### config.mk
export PLATFORM = sky130hd
export DESIGN_NAME = cab_buffer_index_manager
export DESIGN_NICKNAME = d
export VERILOG_FILES = /design/src/rtl/core/cab_pkg.sv /design/src/rtl/core/cab_buffer_index_manager.sv
export SDC_FILE = /design/constraint.sdc
export NUM_CORES = 1
export LEC_CHECK = 0
export ABC_CLOCK_PERIOD_IN_PS = 3700
export BUFFER_PORTS_ARGS = -buffer_cell sky130_fd_sc_hd__buf_2
export CORE_MARGIN = 10
export CORE_UTILIZATION = 57
export DETAILED_ROUTE_END_ITERATION = 10
export GPL_TIMING_DRIVEN = 0
export PLACE_DENSITY_LB_ADDON = 0.05
export SLEW_MARGIN = 40
export SYNTH_ARGS = -nofsm -noshare
export SYNTH_HDL_FRONTEND = slang
export SYNTH_SLANG_ARGS = --single-unit
### constraint.sdc
create_clock -name clk -period 3.7 [get_ports clk]
set_input_delay 0.185 -clock clk [delete_from_list [all_inputs] [get_ports clk]]
set_output_delay 0.185 -clock clk [all_outputs]
set_load 0.005 [all_outputs]
### src/rtl/core/cab_pkg.sv
package cab_pkg;

    // default sizing
    localparam int NUM_SLOTS_DEF  = 16;
    localparam int COUNT_BITS_DEF = 4;

    // buffer count after reset, before clamping
    localparam logic [4:0] RESET_NUM_BUFFERS = 5'd16;

    // payload field widths
    localparam int FUNC_W   = 2;
    localparam int INDEX_W  = 4;
    localparam int STATUS_W = 3;
    localparam int NB_CFG_W = 5;

    // operation codes
    typedef enum logic [FUNC_W-1:0] {
        FUNC_RESERVE = 2'd0,
        FUNC_PUT     = 2'd1,
        FUNC_GET     = 2'd2,
        FUNC_RELEASE = 2'd3
    } func_t;

    // status codes
    typedef enum logic [STATUS_W-1:0] {
        ST_OK         = 3'd0,
        ST_EMPTY      = 3'd1,
        ST_NO_MSG     = 3'd2,
        ST_BAD_INDEX  = 3'd3,
        ST_COUNT_FULL = 3'd4
    } status_t;

endpackage

### src/rtl/core/cab_buffer_index_manager.sv
// channel | dir | signals                      | content
// --------+-----+------------------------------+------------------------------------
// s_      | in  | s_tvalid s_tready s_tdata    | [1:0] func, [5:2] buffer_index
// m_      | out | m_tvalid m_tready m_tdata    | [3:0] result_index, [6:4] status
// cfg_    | in  | cfg_valid cfg_ready cfg_data | [4:0] num_buffers
//
// one operation per cycle while results are taken; free stack, reader counts
// and most recent buffer update at the beat and the result sits in the output
// register the next cycle, so throughput is one beat per clock without stalls
// free stack and reader counts are flip-flop files, one read and one write each
// reset and a config write both restore the initial state for their buffer count
// when a result waits untaken, s_tready drops until m_tready takes it
module cab_buffer_index_manager #(
    parameter int NUM_SLOTS  = cab_pkg::NUM_SLOTS_DEF,
    parameter int COUNT_BITS = cab_pkg::COUNT_BITS_DEF
) (
    input  logic       clk,
    input  logic       rst_n,
    input  logic       s_tvalid,
    output logic       s_tready,
    input  logic [7:0] s_tdata,   // [1:0] func, [5:2] buffer_index, [7:6] zero
    output logic       m_tvalid,
    input  logic       m_tready,
    output logic [7:0] m_tdata,   // [3:0] result_index, [6:4] status, [7] zero
    input  logic       cfg_valid,
    output logic       cfg_ready,
    input  logic [4:0] cfg_data   // [4:0] num_buffers
);

    localparam int IDX_W = (NUM_SLOTS > 1) ? $clog2(NUM_SLOTS) : 1;
    localparam int CNT_W = $clog2(NUM_SLOTS + 1);
    localparam int CMP_W = (CNT_W > cab_pkg::INDEX_W) ? CNT_W : cab_pkg::INDEX_W;
    localparam logic [COUNT_BITS-1:0] COUNT_MAX = '1;

    // clamp a requested buffer count into 2..NUM_SLOTS
    function automatic logic [CNT_W-1:0] clamp_nb(input logic [cab_pkg::NB_CFG_W-1:0] v);
        logic [CNT_W-1:0] r;
        if (v < 5'd2)
            r = CNT_W'(2);
        else if (int'(v) > NUM_SLOTS)
            r = CNT_W'(NUM_SLOTS);
        else
            r = CNT_W'(v);
        return r;
    endfunction

    logic [CNT_W-1:0]      nb_reg;
    logic [CNT_W-1:0]      fc_reg, fc_next;
    logic [IDX_W-1:0]      li_reg, li_next;
    logic                  lv_reg, lv_next;
    logic [IDX_W-1:0]      stack_reg [NUM_SLOTS];
    logic [COUNT_BITS-1:0] cnt_reg   [NUM_SLOTS];
    logic                  m_tvalid_reg;
    logic [7:0]            m_tdata_reg, m_tdata_next;

    cab_pkg::func_t          func;
    logic [cab_pkg::INDEX_W-1:0] idx_in;
    logic [IDX_W-1:0]        idx;
    logic                    idx_ok;
    logic [IDX_W-1:0]        cnt_addr;
    logic [COUNT_BITS-1:0]   cnt_rd;
    logic                    cnt_we;
    logic [COUNT_BITS-1:0]   cnt_wval;
    logic [IDX_W-1:0]        stack_top;
    logic                    can_push;
    logic                    push;
    logic [IDX_W-1:0]        push_val;
    logic [cab_pkg::INDEX_W-1:0] res;
    cab_pkg::status_t        st;
    logic                    s_beat;
    logic                    cfg_beat;

    assign cfg_ready = 1'b1;
    assign cfg_beat  = cfg_valid && cfg_ready;
    assign s_tready  = !m_tvalid_reg || m_tready;
    assign s_beat    = s_tvalid && s_tready;
    assign m_tvalid  = m_tvalid_reg;
    assign m_tdata   = m_tdata_reg;

    // operation decode and next state
    always_comb
    begin
        func      = cab_pkg::func_t'(s_tdata[1:0]);
        idx_in    = s_tdata[5:2];
        idx       = IDX_W'(idx_in);
        idx_ok    = CMP_W'(idx_in) < CMP_W'(nb_reg);
        cnt_addr  = (func == cab_pkg::FUNC_RELEASE) ? idx : li_reg;
        cnt_rd    = cnt_reg[cnt_addr];
        stack_top = stack_reg[IDX_W'(fc_reg - 1'b1)];
        can_push  = fc_reg < nb_reg;

        res      = '0;
        st       = cab_pkg::ST_OK;
        push     = 1'b0;
        push_val = idx;
        fc_next  = fc_reg;
        li_next  = li_reg;
        lv_next  = lv_reg;
        cnt_we   = 1'b0;
        cnt_wval = cnt_rd;

        case (func)
            cab_pkg::FUNC_RESERVE:
            begin
                if (fc_reg == '0)
                    st = cab_pkg::ST_EMPTY;
                else
                begin
                    fc_next = fc_reg - 1'b1;
                    res     = cab_pkg::INDEX_W'(stack_top);
                end
            end
            cab_pkg::FUNC_PUT:
            begin
                if (!idx_ok)
                    st = cab_pkg::ST_BAD_INDEX;
                else
                begin
                    // old most recent goes back if nobody reads it
                    if (lv_reg && li_reg != idx && cnt_rd == '0)
                    begin
                        push     = 1'b1;
                        push_val = li_reg;
                    end
                    li_next = idx;
                    lv_next = 1'b1;
                end
            end
            cab_pkg::FUNC_GET:
            begin
                if (!lv_reg)
                    st = cab_pkg::ST_NO_MSG;
                else if (cnt_rd == COUNT_MAX)
                    st = cab_pkg::ST_COUNT_FULL;
                else
                begin
                    cnt_we   = 1'b1;
                    cnt_wval = cnt_rd + 1'b1;
                    res      = cab_pkg::INDEX_W'(li_reg);
                end
            end
            default:
            begin
                if (!idx_ok || cnt_rd == '0)
                    st = cab_pkg::ST_BAD_INDEX;
                else
                begin
                    cnt_we   = 1'b1;
                    cnt_wval = cnt_rd - 1'b1;
                    // last reader of a stale buffer frees it
                    if (cnt_rd == COUNT_BITS'(1) && !(lv_reg && li_reg == idx))
                        push = 1'b1;
                end
            end
        endcase

        // a push beyond the buffer count is dropped
        if (push && can_push)
            fc_next = fc_reg + 1'b1;
        else
            push = 1'b0;

        m_tdata_next = {1'b0, st, res};
    end

    // state registers
    always_ff @(posedge clk or negedge rst_n)
    begin
        if (!rst_n)
        begin
            nb_reg       <= clamp_nb(cab_pkg::RESET_NUM_BUFFERS);
            fc_reg       <= clamp_nb(cab_pkg::RESET_NUM_BUFFERS);
            li_reg       <= '0;
            lv_reg       <= 1'b0;
            m_tvalid_reg <= 1'b0;
            for (int i = 0; i < NUM_SLOTS; i++)
            begin
                stack_reg[i] <= IDX_W'(i);
                cnt_reg[i]   <= '0;
            end
        end
        else
        begin
            if (cfg_beat)
            begin
                // reinitialize all buffer state for the new buffer count
                nb_reg <= clamp_nb(cfg_data);
                fc_reg <= clamp_nb(cfg_data);
                li_reg <= '0;
                lv_reg <= 1'b0;
                for (int i = 0; i < NUM_SLOTS; i++)
                begin
                    stack_reg[i] <= IDX_W'(i);
                    cnt_reg[i]   <= '0;
                end
            end
            else if (s_beat)
            begin
                fc_reg <= fc_next;
                li_reg <= li_next;
                lv_reg <= lv_next;
                if (push)
                    stack_reg[IDX_W'(fc_reg)] <= push_val;
                if (cnt_we)
                    cnt_reg[cnt_addr] <= cnt_wval;
            end

            // output register handshake
            if (s_beat)
                m_tvalid_reg <= 1'b1;
            else if (m_tready)
                m_tvalid_reg <= 1'b0;
        end
    end

    // result payload
    always_ff @(posedge clk)
    begin
        if (s_beat)
            m_tdata_reg <= m_tdata_next;
    end

endmodule

==> impl_metrics.py <==
metrics = {
    "yosys": {
        "synthArstFlopShare_pct": 95.36,
        "synth_enable_flop_cells": 7,
        "synth.distinct_cells": 69,
        "synthCells": 848,
        "ys_ff_latch": 151,
        "synth_fp_nets": 882,
        "synth.area.top_cells": "dfrtp_1, mux2i_1, dfstp_2",
        "syn_avg_cell_area_um2": 10.75,
        "synth_area_mm2": 0.009114,
        "ys_warn_count": 0,
        "ys_seq_area_share_pct": 42.31,
        "yosysTopAreaCellShare_pct": 30.20,
        "yosysTopAreaCell": "dfrtp_1",
        "synthMostInstantiatedCell": "mux2i_1",
        "synth_common_cells": "mux2i_1, nor2_1, dfrtp_1, nand2b_1, a211oi_1",
        "ys.flop_type": "dfrtp_1",
    },
    "min_path": {
        "hold_depth": 3,
        "hold_path_class": "input pin to flip-flop",
    },
    "sta": {
        "worstMarginPinSlew_ns": 0.7623,
        "skew_ns": 0.01413,
        "finalCritPeriodShare_pct": 103.6,
        "drv_slew": 0,
        "finalHoldViolations": 0,
        "fin_hold_ws_ns": 0.04582,
        "final.setup.tns_ns": -5.478,
        "max-slew-margin-rel_pct": 48.17,
        "fmax_ghz": 0.2608,
        "setup_viol": 94,
        "setup_slack_ns": -0.1343,
        "rsz0062_at_grt": "yes",
        "layout_min_cycle_time_ns": 3.834,
    },
    "setup_path": {
        "r2r_end": "stack_reg[4]",
        "arrival_ns": 4.14,
        "cp_max_fo": 5,
        "crit_required_ns": 4.00,
        "r2r_slack_ns": -0.13,
        "reg2reg_from": "li_reg[0]",
        "cp-endpoint": "stack_reg[4]",
        "critPathCaptureType": "flip-flop",
        "reg2regPathDepth": 16,
        "start_kind": "flip-flop",
        "crit_type": "flip-flop to flip-flop",
        "worstSetupStartpoint": "li_reg[0]",
    },
    "global_routing": {
        "grt_overflow": 0,
        "grt_max_degree": 79,
        "grt_pass1_vias": 7398,
        "grt_first_pass_wirelength_mm": 42.01,
        "grt_usage_pct": 24.88,
        "antenna_found_initial": 0,
    },
    "pwr": {
        "peakVddDrop_v": 0.0003463,
        "p_per_area_mw_per_mm2": 365.3,
        "leakage_nw": 5.130,
    },
    "detailed_routing": {
        "wl_met1_mm": 12.61,
        "ant_nets": 0,
        "dr_wl_met2_mm": 12.50,
        "vias": 7496,
        "wirelength_mm": 27.39,
        "highest_layer": "met4",
        "wl_per_cell_um": 22.77,
        "vias_per_cell": 6.231,
        "drt-pass1-iter-count": 5,
        "drt_iter0_markers": 700,
        "wl_met3_mm": 1.858,
        "drc": 0,
    },
    "floorplan": {
        "core-area_mm2": 0.01577,
        "dieArea_mm2": 0.02145,
        "num_rows": 46,
        "ios": 29,
        "die_width_um": 146.4,
        "die_h_um": 146.4,
        "start_util_pct": 57.79,
    },
    "clock_network": {
        "insertion_delay_ns": 0.45,
        "cts_inserted_buffers": 17,
        "cts_tree": "built",
        "clock_path_buffers": 2,
        "root_buffer": "clkbuf_16",
        "path_clk_slew_ns": 0.08,
        "clock-sinks": 151,
        "cts_max_level": 4,
    },
    "place": {
        "port_buffers": 21,
        "globalplace.congestion": 0.9303,
        "dp.final_hpwl_mm": 18.48,
    },
    "flow_run": {
        "cap_violations": 0,
    },
    "layout": {
        "drive_gt1_share_pct": 32.62,
        "nNetsFinal": 1008,
        "area_delta_synth_final_pct": 27.37,
        "diodes": 0,
        "nFillCells": 1135,
    },
    "status": {
        "outcome": "complete, but fails checks",
        "violations": "negative setup slack",
    },
}
==> timing repair <==
item,4_1_cts,5_1_grt
hold buffers,2,0
gates cloned,4,1
gates resized for setup,70,92
pin swaps,17,22
hold endpoints to repair,49,0
setup endpoints to repair,139,134
setup buffers,45,35
==> through the flow <==
step	instance area [um^2]	std cells	setup slack (ns)	power (mW)	utilization, %
after CTS	10940	1168	-0.04800	4.176	69.35
after floorplan	9143	848	-0.03388	2.147	-
after global placement	9518	1085	-1.203	2.338	60.35
final	11610	1203	-0.1343	4.240	73.61
after global routing	11610	1203	-0.2302	4.372	73.61
after detailed placement	9564	1087	-1.017	2.357	60.65
==> layer usage <==
| layer | vias to the layer above | global-route usage, % |
|---|---|---|
| met5 | - | 0 |
| met4 | 0 | 6.707 |
| met3 | 36 | 5.748 |
| met2 | 297 | 36.94 |
| met1 | 3816 | 35.59 |
| li1 | 3347 | - |
==> worst min-delay path by stage <==
| stage | start | slack (ns) | end |
|---|---|---|---|
| after floorplan | rst_n | -0.11 | cnt_reg[0] |
| after CTS | cfg_data[4] | 0.03 | nb_reg[4] |
| after global routing | cfg_data[4] | 0.06 | fc_reg[4] |
| final | cfg_data[4] | 0.05 | fc_reg[4] |
| after global placement | s_tvalid | 0.39 | m_tvalid |
| after detailed placement | rst_n | 0.17 | cnt_reg[56] |
==> cell usage in the layout (no fill, tap or decap), drive strengths merged, types with 5 or more instances in the layout <==
cell type / n
clkinv: 8
ha: 16
nand2: 26
clkbuf: 46
mux2: 6
dfstp: 34
nand3: 8
nor2: 119
buf: 138
edfxtp: 7
o21ai: 17
nand2b: 53
nand4: 19
mux4: 16
dfrtp: 110
o32ai: 9
o22ai: 6
a31oi: 5
a21o: 10
inv: 23
mux2i: 160
nor3: 10
a2111oi: 6
a211oi: 42
xor2: 5
nor2b: 9
a21oi: 22
==> layout make-up <==
cell class                 instances  area [um^2]  area share (%)
timing repair buffer             110         1040           8.957
inverter                          17        63.81          0.5497
multi-input combinational        618         5329           45.90
tap                              216        270.3           2.328
clock inverter                    15        177.7           1.531
sequential                       151         3857           33.23
clock buffer                      17        425.4           3.665
buffer                            59        445.4           3.837
==> kinds of logic after synthesis <==
kind of cell	Yosys count	synth area share, %
adders and majority gates	16	2.197
muxes	182	22.41
and+or+nand+nor	269	15.13
buffers and inverters	79	4.201
DFF	151	42.31
other	2	0.08240
xor gates and xnor gates	9	0.8648
AOI/OAI and AO/OA	140	12.81
==> power by group <==
group	internal [mW]	switching, mW
Clock	0.911	0.848
Sequential	1.69	0.0178
Combinational	0.302	0.475
==> worst max-delay path, cell delays in order (launching register included) <==
cell      delay, ns
dfrtp_2        0.46
mux2i_4        0.18
buf_12         0.15
buf_8          0.13
mux2i_2        0.08
a222oi_1       0.51
a211oi_2       0.19
buf_4          0.18
ha_4           0.19
a211o_1        0.23
a221o_1        0.33
and4bb_4       0.38
clkbuf_8       0.16
nand4_1        0.10
buf_6          0.18
mux2i_1        0.16
nor2_1         0.06
No activity file was read; power rests on OpenSTA's default activity.
